<file path="src/hw/rtl/luf_pkg.sv">
// Shared types and constants of the Luffa-512 fixed-length hash block.
package luf_pkg;

  typedef enum logic [1:0] {
    CMD_LOAD = 2'd0,
    CMD_HEAD = 2'd1,
    CMD_TAIL = 2'd2,
    CMD_NONE = 2'd3
  } cmd_e;

  typedef enum logic [1:0] {
    ST_IDLE   = 2'd0,
    ST_INJECT = 2'd1,
    ST_STEP   = 2'd2,
    ST_OUT    = 2'd3
  } back_state_e;

  typedef struct packed {
    logic [1:0]  cmd;
    logic [63:0] data_word;
    logic [4:0]  midstate_index;
    logic [7:0]  dest_tag;
  } in_t;

  typedef struct packed {
    logic [63:0] hash_word;
    logic        hash_last;
    logic [7:0]  dest_out;
  } out_t;

  typedef logic [7:0][31:0] chain_t;
  typedef chain_t [4:0] chains_t;
  typedef logic [19:0][63:0] mids_t;

  typedef struct packed {
    logic             head;
    logic [7:0][63:0] msg;
    logic [7:0]       dest;
  } job_t;

  localparam logic [31:0] PAD_WORD = 32'h8000_0000;

  localparam logic [3:0] CRUMB [16] = '{
    4'd13, 4'd14, 4'd0, 4'd1, 4'd5, 4'd10, 4'd7, 4'd6,
    4'd11, 4'd3, 4'd9, 4'd12, 4'd15, 4'd8, 4'd2, 4'd4
  };

  localparam logic [31:0] IV [5][8] = '{
    '{32'h6d251e69, 32'h44b051e0, 32'h4eaa6fb4, 32'hdbf78465,
      32'h6e292011, 32'h90152df4, 32'hee058139, 32'hdef610bb},
    '{32'hc3b44b95, 32'hd9d2f256, 32'h70eee9a0, 32'hde099fa3,
      32'h5d9b0557, 32'h8fc944b3, 32'hcf1ccf0e, 32'h746cd581},
    '{32'hf7efc89d, 32'h5dba5781, 32'h04016ce5, 32'had659c05,
      32'h0306194f, 32'h666d1836, 32'h24aa230a, 32'h8b264ae7},
    '{32'h858075d5, 32'h36d79cce, 32'he571f7d7, 32'h204b1f67,
      32'h35870c6a, 32'h57e9e923, 32'h14bcb808, 32'h7cde72ce},
    '{32'h6c68e9be, 32'h5ec41e22, 32'hc825b7c7, 32'haffb4363,
      32'hf5df3999, 32'h0fc688f1, 32'hb07224cc, 32'h03e86cea}
  };

  localparam logic [31:0] STEP_C [8][5][2] = '{
    '{'{32'h303994a6, 32'he0337818}, '{32'hb6de10ed, 32'h01685f3d},
      '{32'hfc20d9d2, 32'he25e72c1}, '{32'hb213afa5, 32'he028c9bf},
      '{32'hf0d2e9e3, 32'h5090d577}},
    '{'{32'hc0e65299, 32'h441ba90d}, '{32'h70f47aae, 32'h05a17cf4},
      '{32'h34552e25, 32'he623bb72}, '{32'hc84ebe95, 32'h44756f91},
      '{32'hac11d7fa, 32'h2d1925ab}},
    '{'{32'h6cc33a12, 32'h7f34d442}, '{32'h0707a3d4, 32'hbd09caca},
      '{32'h7ad8818f, 32'h5c58a4a4}, '{32'h4e608a22, 32'h7e8fce32},
      '{32'h1bcb66f2, 32'hb46496ac}},
    '{'{32'hdc56983e, 32'h9389217f}, '{32'h1c1e8f51, 32'hf4272b28},
      '{32'h8438764a, 32'h1e38e2e7}, '{32'h56d858fe, 32'h956548be},
      '{32'h6f2d9bc9, 32'hd1925ab0}},
    '{'{32'h1e00108f, 32'he5a8bce6}, '{32'h707a3d45, 32'h144ae5cc},
      '{32'hbb6de032, 32'h78e38b9d}, '{32'h343b138f, 32'hfe191be2},
      '{32'h78602649, 32'h29131ab6}},
    '{'{32'h7800423d, 32'h5274baf4}, '{32'haeb28562, 32'hfaa7ae2b},
      '{32'hedb780c8, 32'h27586719}, '{32'hd0ec4e3d, 32'h3cb226e5},
      '{32'h8edae952, 32'h0fc053c3}},
    '{'{32'h8f5b7882, 32'h26889ba7}, '{32'hbaca1589, 32'h2e48f1c1},
      '{32'hd9847356, 32'h36eda57f}, '{32'h2ceb4882, 32'h5944a28e},
      '{32'h3b6ba548, 32'h3f014f0c}},
    '{'{32'h96e1db12, 32'h9a226e9d}, '{32'h40a46f3e, 32'hb923c704},
      '{32'ha2c78434, 32'h703aace7}, '{32'hb3ad2208, 32'ha1c4c355},
      '{32'hedae9520, 32'hfc053c31}}
  };

endpackage

</file>
<file path="src/hw/rtl/luf_queue.sv">
// Two-entry job queue between the front end and the round engine.
module luf_queue (
  input  logic          clk_i,
  input  logic          rst_ni,
  input  logic          push_i,
  input  luf_pkg::job_t job_i,
  output logic          full_o,
  output logic          valid_o,
  input  logic          pop_i,
  output luf_pkg::job_t job_o
);

  luf_pkg::job_t mem_q [2];
  logic          wr_q, rd_q;
  logic [1:0]    cnt_q;

  assign full_o  = (cnt_q == 2'd2);
  assign valid_o = (cnt_q != 2'd0);
  assign job_o   = mem_q[rd_q];

  always_ff @(posedge clk_i or negedge rst_ni) begin
    if (!rst_ni) begin
      wr_q  <= 1'b0;
      rd_q  <= 1'b0;
      cnt_q <= '0;
    end else begin
      if (push_i) begin
        wr_q <= ~wr_q;
      end
      if (pop_i) begin
        rd_q <= ~rd_q;
      end
      if (push_i && !pop_i) begin
        cnt_q <= cnt_q + 2'd1;
      end else if (pop_i && !push_i) begin
        cnt_q <= cnt_q - 2'd1;
      end
    end
  end

  always_ff @(posedge clk_i) begin
    if (push_i) begin
      mem_q[wr_q] <= job_i;
    end
  end

endmodule

</file>
<file path="config.mk">
export PLATFORM = sky130hd
export DESIGN_NAME = luf_queue
export DESIGN_NICKNAME = d
export VERILOG_FILES = /design/src/hw/rtl/luf_pkg.sv /design/src/hw/rtl/luf_queue.sv
export SDC_FILE = /design/constraint.sdc
export NUM_CORES = 1
export LEC_CHECK = 0
export BUFFER_PORTS_ARGS = -buffer_cell sky130_fd_sc_hd__buf_4
export CORE_AREA = 10 10 405 407
export DETAILED_ROUTE_END_ITERATION = 8
export DIE_AREA = 0 0 415 417
export GPL_TIMING_DRIVEN = 0
export PLACE_DENSITY = 0.46
export SYNTH_ARGS = -nofsm -noshare
export SYNTH_HDL_FRONTEND = slang
export SYNTH_SLANG_ARGS = --single-unit
</file>
<file path="constraint.sdc">
create_clock -name clk_i -period 49.2 [get_ports clk_i]
set_input_delay 2.46 -clock clk_i [delete_from_list [all_inputs] [get_ports clk_i]]
set_output_delay 2.46 -clock clk_i [all_outputs]
set_load 0.02 [all_outputs]
</file>
==> reports/results.ini, run 1 <==
[logic_synthesis]
ys_seq_elements = 1046
synthDistinctLibCells = 13
synth_top_family_by_area = multiplexers
synth_fa_ha_area_frac = 0.000329
yosysTopAreaCellShare = 0.824
yosys-top-cells-area = edfxtp_1, mux2_2, buf_6
synth-xor-area-share = 0.00115
syn_inst = 1637
yosysSeqAreaShare = 0.827
syn_area_per_cell_um2 = 23.2
synth-simple-area-share = 0.000758
muxShareOfSynthArea = 0.154
synth_compound_area_frac = 0
yosys.area.top_type = edfxtp_1
syn_nets = 2163
netlist_area_um2 = 38000
yosysWarnings = 0

[clock_tree]
cts_resized = 0
cts_tree = yes
numCtsBuffers = 118
cts_hold_buf = 0
h-tree-depth = 3
post-cts-setup-buffers = 0
clock_path_buffers = 3
cts-root-buf = clkbuf_16
clock-sinks = 1046
clk_pin_slew_ns = 0.06
clkLatencyLatePin_ns = 0.74

[floorplanning]
boundaryPins = 1048
core-area_um2 = 156000
start_util = 0.244
die_w_um = 415
die_area_um2 = 173000
rows = 145
die_y_um = 417

[hold_path]
holdPathEnd = cnt_q[1]
min-delay-start = cnt_q[1]
hold_class = flip-flop to flip-flop
hold-path-cell-count = 1

[sta]
period_needed_ns = 4.88
fin_tns_setup_ns = 0
hold_viol_final = 0
tightest_slew_ns = 0.729
timing.final.crit_share = 0.0992
rsz0062_at_grt = false
report.final.setup_viol = 0
timing.fmax_mhz = 205
hold_slack_ns = 0.476
skew_ns = 0.0550
final_max_slew_viol_count = 0
maxSlewHeadroom = 0.513

[job]
cap_violations = 0

[grt]
antenna_found_initial = 16
overflow = 0
grt_pass1_vias = 20800
grt_pass1_wl_um = 171000
track_usage = 0.140
grt_max_degree = 60

[detailed_routing]
initialDrtViolationCount = 1157
ant_nets = 0
wl_per_cell_um = 25.7
wirelength_um = 128000
via_count = 20100
drcViolationCount = 0
via_per_inst = 4.03
first_pass_iters = 7

[place]
gp_congestion = 0.847
dpl.cell_count = 4774
io_buffers = 1047
dp_hpwl_um = 98400

[run_status]
outcome = finished clean

[setup_path]
cp_common_cell = buf_12
cp_max_fo = 29
worstReg2RegStart = wr_q
cp-end-kind = flip-flop
r2r_cells = 10
startpoint_type = input port
path_cells = buf_4, nor2b_4, buf_16, buf_16, buf_12, buf_12, buf_12, buf_16, buf_12, buf_12, buf_12
r2r_end = mem_q[0][174]
crit_type = input port to flip-flop
reg2reg_slack_ns = 45.79
arrival_ns = 5.28
cp_slowest_cell = nor2b_4
critPathMaxStageDelay_ns = 0.62
required_ns = 49.60

[power]
vdd_drop_max_v = 0.0000357
total_power_mw = 3.26
p_per_area_nw_per_um2 = 61.8
leakage_nw = 19.4

[layout]
drive_above_1_share = 0.621
fin_nets = 3362
fillers = 15000
fin_cells = 4993
final_common_cell = buf_4
final_cell_mix = buf_4, edfxtp_1, mux2_2, clkbuf_16, buf_6
synthToLayoutAreaGrowth_pct = 39.0

[how the worst max path moves through the flow]
| stage | from | endpoint | slack, ns | depth (start not counted) |
|---|---|---|---|---|
| after CTS | rd_q | job_o[234] | 44.16 | 5 |
| after detailed placement | push_i | mem_q[0][155] | 43.51 | 11 |
| final | push_i | mem_q[0][174] | 44.32 | 11 |
| after global routing | push_i | mem_q[0][177] | 44.15 | 11 |
| after global placement | push_i | mem_q[0][182] | 4.23 | 2 |
| after floorplan | push_i | mem_q[0][0] | 22.93 | 1 |
[flip-flops by register name (all words and copies together) (netlist names)]
name and cells:
wr_q 1, cnt_q 2, rd_q 1, mem_q 1042
[per-stage QoR]
stage	util	setup WS, ns	area (µm²)
finish	0.339	44.32	52800
global route	0.339	44.15	52800
CTS	0.339	44.16	52800
detailed placement	0.316	43.51	49200
global placement	0.311	4.23	48400
floorplan	-	22.93	38000
[where the power goes]
group	switching (mW)	internal, mW	leakage (nW)	total, mW
Clock	0.359	0.462	1.74	0.821
Combinational	0.718	0.517	7.80	1.24
Sequential	0.0290	1.18	9.83	1.21
[layout make-up]
type / instances / area, µm² / area share
multi-input cells: 532 / 5960 / 0.113
clock buffers: 150 / 3120 / 0.0590
well taps: 2058 / 2570 / 0.0488
flip-flops and latches: 1046 / 31400 / 0.595
repair buffers: 1079 / 8610 / 0.163
plain buffers: 58 / 628 / 0.0119
inverters: 1 / 3.75 / 0.0000711
clock inverters: 64 / 489 / 0.00927
diodes: 5 / 12.5 / 0.000237
[routing by layer]
layer / wire (µm) / GRT usage
met4: 2580 / 0.0366
met5: 26 / 0
met3: 8650 / 0.0435
met2: 69500 / 0.260
met1: 47600 / 0.154
[logic make-up (layout without fill, tap and decap cells)]
family / after synthesis / after routing
DFF: 1046 / 1046
and+or+nand+nor: 5 / 5
other: 0 / 5
buffers and inverters: 59 / 1352
xor gates and xnor gates: 5 / 5
adders and majority gates: 1 / 1
muxes: 521 / 521
[critical path, delay by kind of cell]
| family | cells | cell delay (ns) |
|---|---|---|
| buf+inv | 10 | 2.08 |
| simple gates | 1 | 0.62 |
[synthesized netlist by cell type (all sizes together)]
library cell and n:
ha 1, mux2 521, xor2 4, xnor2 1, edfxtp 1042, dfrtp 4, and2 1, buf 58
or2 1, inv 1, nor2b 2, nor2 1
Power figures use the tool's default switching activity.
==> run 2: changes to the inputs <==
CORE_AREA = 10 10 397 399   (was 10 10 405 407)
DIE_AREA = 0 0 407 409   (was 0 0 415 417)
PLACE_DENSITY = 0.48   (was 0.46)
clock period = 5.1 ns   (was 49.2 ns; I/O delays follow)
==> run 2 against run 1 <==
Against the previous run: via count grew 9.3%; largest power group unchanged; largest cell class unchanged; global-route usage is 0.20 points higher; clock-buffer cell count increased by 3; power rose to 9.7 times the previous value; combinational power grew to 9.8 times the previous value; routed wire length down 3.1%; worst hold slack lost 0.22 ns.
==> reports/results.ini, run 2 (synthesis gave the netlist of run 1 again) <==
[setup_path]
reg2reg_slack_ns = 2.26  ; was 45.79 ns
cp_slowest_cell = nor2b_4  ; unchanged
cp_common_cell = buf_12  ; unchanged
cp-endpoint = mem_q[0][322]  ; was mem_q[0][174]
worstSetupStartpoint = wr_q  ; was push_i
worstReg2RegStart = wr_q  ; unchanged
cp_max_fo = 29  ; unchanged
critPathMaxStageDelay_ns = 0.60  ; was 0.62 ns
startpoint_type = flip-flop  ; was input port
arrival_ns = 3.22  ; was 5.28 ns
r2r_end = mem_q[0][322]  ; was mem_q[0][174]
path_cells = nor2b_4, buf_12, buf_12, buf_12, buf_12, buf_12, buf_12  ; was buf_4, nor2b_4, buf_16, buf_16, buf_12, buf_12, buf_12, buf_16, buf_12, buf_12, buf_12
required_ns = 5.48  ; was 49.60 ns
cp-end-kind = flip-flop  ; unchanged
r2r_cells = 7  ; was 10
crit_type = flip-flop to flip-flop  ; was input port to flip-flop

[grt]
overflow = 0  ; unchanged
grt_pass1_wl_um = 172000  ; was 171,000 µm
grt_max_degree = 59  ; was 60
track_usage = 0.142  ; was 0.140
antenna_found_initial = 32  ; was 16
grt_pass1_vias = 23900  ; was 20,800

[power]
vdd_drop_max_v = 0.000313  ; was 0.0000357 V
total_power_mw = 31.6  ; was 3.26 mW
leakage_nw = 21.5  ; was 19.4 nW
p_per_area_nw_per_um2 = 546  ; was 61.8 nW/µm²

[clock_tree]
clk_pin_slew_ns = 0.06  ; about the same
cts-root-buf = clkbuf_16  ; unchanged
clock_path_buffers = 3  ; unchanged
cts_resized = 0  ; unchanged
numCtsBuffers = 115  ; was 118
cts_tree = yes  ; unchanged
post-cts-setup-buffers = 0  ; unchanged
h-tree-depth = 3  ; unchanged
clkLatencyLatePin_ns = 0.72  ; was 0.74 ns
clock-sinks = 1046  ; unchanged

[sta]
rsz0062_at_grt = false  ; unchanged
hold_slack_ns = 0.257  ; was 0.476 ns
period_needed_ns = 2.84
skew_ns = 0.0368  ; was 0.0550 ns
report.final.setup_viol = 0  ; unchanged
maxSlewHeadroom = 0.521  ; was 0.513
timing.fmax_mhz = 352
timing.final.crit_share = 0.557
tightest_slew_ns = 0.716  ; was 0.729 ns
hold_viol_final = 0  ; unchanged
final_max_slew_viol_count = 0  ; unchanged

[detailed_routing]
wirelength_um = 124000  ; was 128,000 µm
initialDrtViolationCount = 1131  ; was 1,157
via_count = 22000  ; was 20,100
drcViolationCount = 0  ; unchanged
via_per_inst = 4.02  ; was 4.03
wl_per_cell_um = 22.7  ; was 25.7 µm
ant_nets = 0  ; unchanged
first_pass_iters = 5  ; was 7

[layout]
post-route-util = 0.388  ; was 0.339
synthToLayoutAreaGrowth_pct = 52.5  ; was 39.0%
ff_latch_area_um2 = 31400  ; unchanged
fin_nets = 3882  ; was 3,362
final_area_um2 = 57900  ; was 52,800 µm²
top_register = mem_q  ; unchanged
drive_above_1_share = 0.524  ; was 0.621
fillers = 13900  ; was 15,000
top_regs = mem_q: 1042 flops, cnt_q: 2 flops  ; unchanged
final_cell_mix = buf_4, edfxtp_1, dlygate4sd3_1, mux2_2, clkbuf_16  ; was buf_4, edfxtp_1, mux2_2, clkbuf_16, buf_6
final_common_cell = buf_4  ; unchanged
fin_cells = 5480  ; was 4,993
multi_input_area_um2 = 5960  ; unchanged
largest_register_ffs = 1042  ; unchanged

[floorplanning]
rows = 142  ; was 145
die_w_um = 407  ; was 415 µm
die_area_um2 = 166000  ; was 173,000 µm²
start_util = 0.254  ; was 0.244
core-area_um2 = 149000  ; was 156,000 µm²
die_y_um = 409  ; was 417 µm
boundaryPins = 1048  ; unchanged

[run_status]
outcome = finished clean  ; unchanged

[job]
cap_violations = 0  ; unchanged

[place]
gp_congestion = 0.788  ; was 0.847
place_area_um2 = 49000  ; was 49,200 µm²
dp_hpwl_um = 93000  ; was 98,400 µm
io_buffers = 1047  ; unchanged
dpl.cell_count = 4730  ; was 4,774

[hold_path]
hold_class = input port to flip-flop  ; was flip-flop to flip-flop

-- run 2: how the worst min path moves through the flow --
| stage | from | endpoint | cells past startpoint |
|---|---|---|---|
| finish | job_i[149] | mem_q[0][149] | 2 |
| detailed placement | rst_ni | cnt_q[1] | 1 |
| global placement | rst_ni | cnt_q[1] | 1 |
| global route | job_i[109] | mem_q[1][109] | 2 |
| CTS | job_i[108] | mem_q[0][108] | 2 |
| floorplan | rst_ni | cnt_q[0] | 0 |
-- run 2: routing by layer --
layer	up-vias	share of wire	GRT usage
li1	10000	-	-
met3	230	0.087	0.0539
met5	-	0.0013	0
met4	26	0.033	0.0476
met1	10900	0.37	0.157
met2	774	0.51	0.249
-- run 2: area by class of cell --
type                    count  share of cell area
diodes                     15            0.000648
repair buffers           1602               0.238
flip-flops and latches   1046               0.542
inverters                   1           0.0000648
multi-input cells         532               0.103
well taps                2016              0.0435
clock buffers             153              0.0532
clock inverters            57             0.00873
plain buffers              58              0.0108
-- run 2: through the flow --
step / setup TNS, ns / worst slack, ns
final: 0 / 2.26
after global placement: -8310.29 / -9.27
after global routing: 0 / 2.04
after CTS: 0 / 2.16
after detailed placement: 0 / 2.18
after floorplan: -2933.64 / -3.48
-- run 2: where the power goes --
group	internal (mW)	total (mW)	switching (mW)
clock	4.54	7.90	3.36
sequential	11.4	11.7	0.283
combinational	5.21	12.1	6.88
-- run 2: worst max-delay path: cells and delay by family, from the launching register on --
kind                   cells  cell delay (ns)
AND/OR/NAND/NOR            1             0.60
flip-flops                 1             0.43
buffers and inverters      6             1.42
-- run 2: timing repair --
action,CTS,global route
endpoints found under the hold margin,1050,0
hold buffers,525,0
setup endpoints to repair,0,0
