[src/hw/rtl/luf_pkg.sv]
// Shared types and constants of the Luffa-512 fixed-length hash block.
package luf_pkg;

  typedef enum logic [1:0] {
    CMD_LOAD = 2'd0,
    CMD_HEAD = 2'd1,
    CMD_TAIL = 2'd2,
    CMD_NONE = 2'd3
  } cmd_e;

  typedef enum logic [1:0] {
    ST_IDLE   = 2'd0,
    ST_INJECT = 2'd1,
    ST_STEP   = 2'd2,
    ST_OUT    = 2'd3
  } back_state_e;

  typedef struct packed {
    logic [1:0]  cmd;
    logic [63:0] data_word;
    logic [4:0]  midstate_index;
    logic [7:0]  dest_tag;
  } in_t;

  typedef struct packed {
    logic [63:0] hash_word;
    logic        hash_last;
    logic [7:0]  dest_out;
  } out_t;

  typedef logic [7:0][31:0] chain_t;
  typedef chain_t [4:0] chains_t;
  typedef logic [19:0][63:0] mids_t;

  typedef struct packed {
    logic             head;
    logic [7:0][63:0] msg;
    logic [7:0]       dest;
  } job_t;

  localparam logic [31:0] PAD_WORD = 32'h8000_0000;

  localparam logic [3:0] CRUMB [16] = '{
    4'd13, 4'd14, 4'd0, 4'd1, 4'd5, 4'd10, 4'd7, 4'd6,
    4'd11, 4'd3, 4'd9, 4'd12, 4'd15, 4'd8, 4'd2, 4'd4
  };

  localparam logic [31:0] IV [5][8] = '{
    '{32'h6d251e69, 32'h44b051e0, 32'h4eaa6fb4, 32'hdbf78465,
      32'h6e292011, 32'h90152df4, 32'hee058139, 32'hdef610bb},
    '{32'hc3b44b95, 32'hd9d2f256, 32'h70eee9a0, 32'hde099fa3,
      32'h5d9b0557, 32'h8fc944b3, 32'hcf1ccf0e, 32'h746cd581},
    '{32'hf7efc89d, 32'h5dba5781, 32'h04016ce5, 32'had659c05,
      32'h0306194f, 32'h666d1836, 32'h24aa230a, 32'h8b264ae7},
    '{32'h858075d5, 32'h36d79cce, 32'he571f7d7, 32'h204b1f67,
      32'h35870c6a, 32'h57e9e923, 32'h14bcb808, 32'h7cde72ce},
    '{32'h6c68e9be, 32'h5ec41e22, 32'hc825b7c7, 32'haffb4363,
      32'hf5df3999, 32'h0fc688f1, 32'hb07224cc, 32'h03e86cea}
  };

  localparam logic [31:0] STEP_C [8][5][2] = '{
    '{'{32'h303994a6, 32'he0337818}, '{32'hb6de10ed, 32'h01685f3d},
      '{32'hfc20d9d2, 32'he25e72c1}, '{32'hb213afa5, 32'he028c9bf},
      '{32'hf0d2e9e3, 32'h5090d577}},
    '{'{32'hc0e65299, 32'h441ba90d}, '{32'h70f47aae, 32'h05a17cf4},
      '{32'h34552e25, 32'he623bb72}, '{32'hc84ebe95, 32'h44756f91},
      '{32'hac11d7fa, 32'h2d1925ab}},
    '{'{32'h6cc33a12, 32'h7f34d442}, '{32'h0707a3d4, 32'hbd09caca},
      '{32'h7ad8818f, 32'h5c58a4a4}, '{32'h4e608a22, 32'h7e8fce32},
      '{32'h1bcb66f2, 32'hb46496ac}},
    '{'{32'hdc56983e, 32'h9389217f}, '{32'h1c1e8f51, 32'hf4272b28},
      '{32'h8438764a, 32'h1e38e2e7}, '{32'h56d858fe, 32'h956548be},
      '{32'h6f2d9bc9, 32'hd1925ab0}},
    '{'{32'h1e00108f, 32'he5a8bce6}, '{32'h707a3d45, 32'h144ae5cc},
      '{32'hbb6de032, 32'h78e38b9d}, '{32'h343b138f, 32'hfe191be2},
      '{32'h78602649, 32'h29131ab6}},
    '{'{32'h7800423d, 32'h5274baf4}, '{32'haeb28562, 32'hfaa7ae2b},
      '{32'hedb780c8, 32'h27586719}, '{32'hd0ec4e3d, 32'h3cb226e5},
      '{32'h8edae952, 32'h0fc053c3}},
    '{'{32'h8f5b7882, 32'h26889ba7}, '{32'hbaca1589, 32'h2e48f1c1},
      '{32'hd9847356, 32'h36eda57f}, '{32'h2ceb4882, 32'h5944a28e},
      '{32'h3b6ba548, 32'h3f014f0c}},
    '{'{32'h96e1db12, 32'h9a226e9d}, '{32'h40a46f3e, 32'hb923c704},
      '{32'ha2c78434, 32'h703aace7}, '{32'hb3ad2208, 32'ha1c4c355},
      '{32'hedae9520, 32'hfc053c31}}
  };

endpackage

[src/hw/rtl/luf_front.sv]
// Front end: accepts items, keeps the midstate and collects message words into jobs.
module luf_front (
  input  logic           clk_i,
  input  logic           rst_ni,
  input  logic           in_valid_i,
  output logic           in_stall_o,
  input  luf_pkg::in_t   in_data_i,
  input  logic           busy_i,
  input  logic           q_full_i,
  output logic           push_o,
  output luf_pkg::job_t  job_o,
  output luf_pkg::mids_t mids_o
);

  logic [63:0]      mid_q [20];
  logic [7:0][63:0] msg_q;
  logic [2:0]       cnt_q, cnt_d;
  logic             mode_q, mode_d;
  logic [7:0]       dest_q, dest_d;
  logic             is_word, is_load, mode, complete, accept;
  logic [2:0]       idx;
  logic [7:0][63:0] msg_new;

  always_comb begin
    is_load  = (in_data_i.cmd == luf_pkg::CMD_LOAD);
    is_word  = (in_data_i.cmd == luf_pkg::CMD_HEAD) || (in_data_i.cmd == luf_pkg::CMD_TAIL);
    mode     = (in_data_i.cmd == luf_pkg::CMD_HEAD);
    idx      = (mode != mode_q) ? 3'd0 : cnt_q;
    complete = mode ? (idx == 3'd1) : (idx == 3'd7);
    dest_d   = (idx == 3'd0) ? in_data_i.dest_tag : dest_q;
    mode_d   = mode;
    cnt_d    = complete ? 3'd0 : idx + 3'd1;
    msg_new      = msg_q;
    msg_new[idx] = in_data_i.data_word;
    in_stall_o = (is_word && complete && q_full_i) || (is_load && busy_i);
    accept     = in_valid_i && !in_stall_o;
    push_o     = accept && is_word && complete;
    job_o.head = mode;
    job_o.msg  = msg_new;
    job_o.dest = dest_d;
  end

  always_ff @(posedge clk_i or negedge rst_ni) begin
    if (!rst_ni) begin
      cnt_q  <= '0;
      mode_q <= 1'b0;
      dest_q <= '0;
    end else if (accept && is_word) begin
      cnt_q  <= cnt_d;
      mode_q <= mode_d;
      dest_q <= dest_d;
    end
  end

  always_ff @(posedge clk_i) begin
    if (accept && is_word) begin
      msg_q <= msg_new;
    end
    if (accept && is_load && (in_data_i.midstate_index < 5'd20)) begin
      mid_q[in_data_i.midstate_index] <= in_data_i.data_word;
    end
  end

  always_comb begin
    for (int j = 0; j < 20; j++) begin
      mids_o[j] = mid_q[j];
    end
  end

endmodule

[config.mk]
export PLATFORM = sky130hd
export DESIGN_NAME = luf_front
export DESIGN_NICKNAME = d
export VERILOG_FILES = /design/src/hw/rtl/luf_pkg.sv /design/src/hw/rtl/luf_front.sv
export SDC_FILE = /design/constraint.sdc
export NUM_CORES = 1
export LEC_CHECK = 0
export ABC_AREA = 1
export ABC_CLOCK_PERIOD_IN_PS = 15000
export BUFFER_PORTS_ARGS = -buffer_cell sky130_fd_sc_hd__buf_2
export CAP_MARGIN = 20
export CORE_AREA = 2 2 731 733
export CTS_CLUSTER_SIZE = 28
export DETAILED_ROUTE_END_ITERATION = 6
export DIE_AREA = 0 0 733 735
export HOLD_SLACK_MARGIN = 0.15
export PLACE_DENSITY = 0.35
export SLEW_MARGIN = 20
export SYNTH_ARGS = -nofsm -noshare
export SYNTH_HDL_FRONTEND = slang
export SYNTH_SLANG_ARGS = --single-unit
[constraint.sdc]
create_clock -name clk_i -period 15 [get_ports clk_i]
set_input_delay 3 -clock clk_i [delete_from_list [all_inputs] [get_ports clk_i]]
set_output_delay 3 -clock clk_i [all_outputs]
set_load 0.005 [all_outputs]
==> results of run 1 <==
## kinds of logic (layout without fill, tap and decap cells)
kind of cell	Yosys count	after routing	share of synthesized area
buf+inv	207	2493	0.01538
compound gates	513	513	0.04265
flops	1804	1804	0.8990
fa+ha+maj	5	5	0.001039
other cells	0	33	0
xor+xnor	1	1	0.0001455
simple gates	647	647	0.04182
## stage by stage
stage / util / setup slack (ps) / cell area, um2
2_1_floorplan: - / 6133 / 60190
4_1_cts: 0.1623 / 5507 / 86210
3_5_place_dp: 0.1488 / 5517 / 79020
6_report: 0.1625 / 5744 / 86290
5_1_grt: 0.1623 / 5369 / 86230
3_3_place_gp: 0.1486 / 5546 / 78950
## state kept, by name, summed over array words and instances, names as in the netlist
| register | flops |
|---|---|
| cnt_q | 3 |
| dest_q | 8 |
| mid_q | 1280 |
| mode_q | 1 |
| msg_q | 512 |
## critical path: cells and delay by family
kind	cells	cell delay (ps)
AO/OA/AOI/OAI	1	420
adder cells (fa/ha/maj)	1	310
buffers and inverters	5	1670
AND/OR/NAND/NOR	4	630
## how the worst min path moves through the flow
stage	start	to	slack, ps	cells after the start
2_1_floorplan	dest_q[0]$_DFFE_PN0P_	dest_q[0]$_DFFE_PN0P_	450	2
3_3_place_gp	dest_q[2]$_DFFE_PN0P_	dest_q[2]$_DFFE_PN0P_	460	2
3_5_place_dp	dest_q[7]$_DFFE_PN0P_	dest_q[7]$_DFFE_PN0P_	470	2
4_1_cts	dest_q[7]$_DFFE_PN0P_	dest_q[7]$_DFFE_PN0P_	480	2
5_1_grt	dest_q[1]$_DFFE_PN0P_	dest_q[1]$_DFFE_PN0P_	500	2
6_report	dest_q[7]$_DFFE_PN0P_	dest_q[7]$_DFFE_PN0P_	480	2
## cell usage after synthesis, drive strengths merged
library cell / instances / area, um2
buf: 58 / 362.9
o21ai: 448 / 2242
nor2: 80 / 330.3
inv: 88 / 332.8
ha: 5 / 62.56
a21oi: 65 / 325.3
xnor2: 1 / 8.760
nand4: 2 / 12.51
edfxtp: 1792 / 53810
nand3: 13 / 65.06
nor3: 24 / 120.1
nand2: 528 / 1989
clkbuf: 61 / 230.2
dfrtp: 12 / 300.3
## power groups by stage
| stage | Clock [W] | Sequential (W) | Combinational [W] |
|---|---|---|---|
| finish | 0.00536 | 0.00588 | 0.00171 |
| global route | 0.00571 | 0.00589 | 0.00189 |
| CTS | 0.00554 | 0.00588 | 0.00179 |
| detailed placement | 0 | 0.00598 | 0.00179 |
| global placement | 0 | 0.00598 | 0.00177 |
| floorplan | 0 | 0.00598 | 0.000662 |
## final cells by class
| type | instances | share of cell area |
|---|---|---|
| Antenna cell | 33 | 0.0009570 |
| Clock buffer | 253 | 0.06474 |
| Clock inverter | 142 | 0.01854 |
| Inverter | 88 | 0.003857 |
| Multi-Input combinational cell | 1166 | 0.06184 |
| Sequential cell | 1804 | 0.6271 |
| Tap cell | 7020 | 0.1018 |
| Timing Repair Buffer | 2010 | 0.1212 |
## layer usage
| metal | part of all wire | track usage | wire, um | vias up |
|---|---|---|---|---|
| li1 | - | - | - | 16271 |
| met4 | 0.032 | 0.03619 | 10060 | 6 |
| met5 | 0.00013 | 0 | 41 | - |
| met3 | 0.092 | 0.03696 | 28640 | 372 |
| met2 | 0.48 | 0.1827 | 147500 | 2033 |
| met1 | 0.40 | 0.1299 | 124000 | 19073 |
## cells in the final DEF (no fill, tap or decap), drive strengths merged
cell type,n
xnor2,1
clkbuf,253
a21oi,65
nand4,2
dfrtp,12
nand2,528
buf,2010
nand3,13
o21ai,448
diode,33
nor2,80
ha,5
edfxtp,1792
nor3,24
bufinv,28
clkinv,81
clkinvlp,21
inv,100
==> flow_summary.toml, run 1 <==
[floorplan]
start_util = 0.1133
fp.dieW_um = 733
core-area_um2 = 531100
io_pins = 1887
dieArea_um2 = 538800
rows = 268
fp.dieH_um = 735

[route]
ant_nets = 0
wl_um = 310200
drt_iter0_markers = 3237
viasPerCell = 3.017
wire_per_inst_um = 24.79
dr.pass1.iters = 7
drcViolationCount = 3
vias = 37755

[setup_path]
required_ps = 12000
endpoint_kind = "primary output"
arrival_ps = 6260
path_cells = "buf_2 > inv_1 > ha_1 > nand2_1 > nand2_4 > nor2_4 > nand2_4 > buf_4 > buf_4 > o21ai_0 > buf_2"
max_stage_delay_ps = 640
regToRegEndpoint = "msg_q[477]$_DFFE_PP_"
worstPathMaxFanout = 58
reg2regPathDepth = 9
cp-endpoint = "job_o[99]"
path_class = "primary input to primary output"
r2r-start = "cnt_q[0]$_DFFE_PN0P_"
cp-start-kind = "primary input"
r2r_slack_ps = 10350
crit_start = "in_data_i[78]"
slowest_stage = "buf_4"

[global_route]
grt_first_pass_wirelength_um = 392500
grt_use_total = 0.1088
grt-ovfl-total = 0
grt_max_degree = 92
grt_pass1_vias = 38100
antenna_found_initial = 78

[clock_network]
clk_pin_slew_ps = 60
cts_resized = 0
cts_buffers = 214
cts_hold_buf = 0
cts_sinks = 1804
clkLatencyLatePin_ps = 910
cts_tree = "done"
cts_setup_buffers = 0
clockBufferDepth = 4
htreeDepth = 4
clockRootBuffer = "clkbuf_16"

[timing]
tightest_slew_ps = 1050
maxSlewHeadroom = 0.3000
clock.fmax_mhz = 108.0
hold_violations = 0
holdWs_ps = 478.3
fin_crit_sh = 0.6171
setup_viol = 0
slew_violations = 0
min_period_ps = 9256
totalNegativeSetupSlack_ps = 0
grt_setup_unrepaired = "false"
skew_ps = 60.30

[placed_design]
dp_hpwl_um = 225400
gp_congestion = 0.7646
placed_cells = 12088
buffer_ports.inserted = 1886

[outcome]
violations = "DRC"
status = "complete, but fails checks"

[logic_synthesis]
synth_area_um2 = 60190
seq_area_frac_synth = 0.8990
ys_warn_count = 0
synth_fp_nets = 3266
synth_seq_cells = 1804
netlist_instances = 3177
synth_cell_types = 21
synth.avg_cell_area_um2 = 18.95

[flow_run]
max_cap_violations = 0

[pwr]
p_sw_w = 0.003531
ir_drop_mv = 0.08391
p_sw_frac = 0.2727
p_per_area_nw_per_um2 = 150.1
p_seq_frac = 0.454
leakagePower_nw = 31.23
pwr-share-clk = 0.414
p_total_w = 0.01295
p_int_w = 0.009421
p_comb_frac = 0.132

[finish]
final_nets = 5373
multi_input_area_um2 = 5336
layout-drive-gt1-share = 0.4338
area_growth_pct = 43.36
final_cells = 12516
fillerInstances = 58556
seq_area_um2 = 54110

[min_path]
min_path_type = "flop to flop"
Power figures use the tool's default switching activity.
==> run 2, diff against run 1 <==
--- a/config.mk
+++ b/config.mk
@@ -6,7 +6,7 @@
 export NUM_CORES = 1
 export LEC_CHECK = 0
 export ABC_AREA = 1
-export ABC_CLOCK_PERIOD_IN_PS = 15000
+export ABC_CLOCK_PERIOD_IN_PS = 8900
 export BUFFER_PORTS_ARGS = -buffer_cell sky130_fd_sc_hd__buf_2
 export CAP_MARGIN = 20
 export CORE_AREA = 2 2 731 733
==> constraint.sdc (replaced) <==
create_clock -name clk_i -period 8.9 [get_ports clk_i]
set_input_delay 1.78 -clock clk_i [delete_from_list [all_inputs] [get_ports clk_i]]
set_output_delay 1.78 -clock clk_i [all_outputs]
set_load 0.005 [all_outputs]
==> run 2 against run 1 <==
Net effect: the run now ends clean; final cell count fell by 0.14%; critical path depth did not move; worst setup slack got worse by 3300 ps; clock skew barely moved; via count fell by 0.38%; largest power group unchanged.
==> flow_summary.toml, run 2 (synthesis gave the netlist of run 1 again) <==
[timing]
worst_slack_ps = 2419
tightest_slew_ps = 1096
hold_violations = 0
maxSlewHeadroom = 0.2692
slew_violations = 0
skew_ps = 60.56
totalNegativeSetupSlack_ps = 0
clock.fmax_mhz = 154.3
fin_crit_sh = 0.7282
grt_setup_unrepaired = "false"
setup_viol = 0
min_period_ps = 6481

[setup_path]
arrival_ps = 4700
slowest_stage = "o21ai_0"
max_stage_delay_ps = 560
path_class = "primary input to primary output"
worstPathMaxFanout = 55
critPathBufInv = 5
critical-path-top-delay-family = "simple AND/OR/NAND/NOR gates"
path_cells = "buf_2 > inv_1 > ha_1 > inv_1 > nand2_1 > nand2_4 > nor2_4 > nand3_4 > buf_12 > o21ai_0 > buf_2"
cp-start-kind = "primary input"
endpoint_kind = "primary output"
required_ps = 7120

[placed_design]
pre_cts_ws_ps = 2334
gp_congestion = 0.7457
postPlaceCellArea_um2 = 79040
buffer_ports.inserted = 1886
dp_hpwl_um = 217600

[finish]
utilization = 0.1622
top_register = "mid_q"
reg_top3 = "mid_q: 1280 flops, msg_q: 512 flops, dest_q: 8 flops"
layout_common_cells = "1,886 x buf_2, 1,792 x edfxtp_1, 523 x nand2_1"
final_nets = 5360
fillerInstances = 58595
largest_reg_flops = 1280
layout_commonest_cell = "buf_2"
area_growth_pct = 43.12
fin_area_um2 = 86150
layout-drive-gt1-share = 0.4316

[floorplan]
rows = 268
dieArea_um2 = 538800
core-area_um2 = 531100
fp.dieW_um = 733
fp.dieH_um = 735
start_util = 0.1133
io_pins = 1887

[route]
wl_um = 303700
drt_iter0_markers = 3528
vias = 37612
ant_nets = 0
dr.pass1.iters = 5
viasPerCell = 3.009
drcViolationCount = 0
wire_per_inst_um = 24.30

[clock_network]
cts_setup_buffers = 0
clk_pin_slew_ps = 60
clkLatencyLatePin_ps = 870
cts_tree = "done"
cts_sinks = 1804
cts_buffers = 210
cts_hold_buf = 0
htreeDepth = 4
cts_resized = 0
clockBufferDepth = 4
clockRootBuffer = "clkbuf_16"

[global_route]
grt_max_degree = 133
antenna_found_initial = 70
grt_pass1_vias = 37738
grt_first_pass_wirelength_um = 384200
grt-ovfl-total = 0
grt_use_total = 0.1065

[pwr]
p_total_w = 0.02171
leakagePower_nw = 31.14
p_per_area_nw_per_um2 = 252.0
ir_drop_mv = 0.1814

[outcome]
status = "complete, no violations"

[min_path]
min_path_type = "flop to flop"

[flow_run]
max_cap_violations = 0
[run 2: changes by cell type in the layout (fill, tap and decap cells not counted), moves of 2 or more]
| cell | previous run | this run |
|---|---|---|
| buf_4 | 118 | 102 |
| clkinvlp_4 | 21 | 11 |
| buf_12 | 4 | 13 |
| clkbuf_16 | 218 | 210 |
| clkbuf_1 | 35 | 30 |
| clkinv_16 | 3 | 8 |
| diode_2 | 33 | 38 |
| clkinv_1 | 39 | 43 |
| inv_6 | 9 | 13 |
| buf_16 | 2 | 0 |
| bufinv_16 | 28 | 26 |
| inv_2 | 4 | 2 |
[run 2: final cells by class]
type / instances / area (um2) / area share
diodes: 38 / 95.09 / 0.001104
clock buffers: 240 / 5368 / 0.06230
clock inverters: 141 / 1649 / 0.01914
flip-flops and latches: 1804 / 54110 / 0.6281
well taps: 7020 / 8783 / 0.1020
inverters: 88 / 332.8 / 0.003863
repair buffers: 2001 / 10470 / 0.1215
multi-input cells: 1166 / 5348 / 0.06207
[run 2: path summary, 6_finish.rpt]
check                                        end                   from  cells past startpoint  slack [ps]
min                        dest_q[4]$_DFFE_PN0P_  dest_q[4]$_DFFE_PN0P_                      2         490
min reg2reg                dest_q[4]$_DFFE_PN0P_  dest_q[4]$_DFFE_PN0P_                      2         490
max in group asynchronous  dest_q[6]$_DFFE_PN0P_                 rst_ni                      1        7850
max reg2reg                 msg_q[340]$_DFFE_PP_   cnt_q[0]$_DFFE_PN0P_                      7        5210
min in group asynchronous  dest_q[2]$_DFFE_PN0P_                 rst_ni                      1         800
max                                   job_o[428]          in_data_i[78]                     11        2420
[run 2: layer usage]
layer,vias to the layer above,share of wire,routed length (um),GRT usage
met3,399,0.097,29390,0.03806
met2,2073,0.47,142200,0.1757
met1,18905,0.40,122300,0.1287
li1,16229,-,-,-
met4,6,0.032,9823,0.03523
met5,-,0.00012,36,0
[run 2: report_power, final]
group / internal [W] / switching [W]
clock: 0.00512 / 0.00379
combinational: 0.000755 / 0.00214
sequential: 0.00982 / 0.0000831
[run 2: through the flow]
stage | hold slack [ps] | cells
2_1_floorplan | 449.2 | 3177
3_3_place_gp | 469.0 | 12079
3_5_place_dp | 468.6 | 12079
4_1_cts | 485.3 | 12460
5_1_grt | 506.1 | 12466
6_report | 486.9 | 12498
[run 2: worst register-to-register path: stages (launching register included)]
cell and delay [ps]:
dfrtp_1 460, inv_1 320, nor2_4 150, nand3_1 180, nand3_1 140, nor2_4 670
buf_4 670, buf_4 710
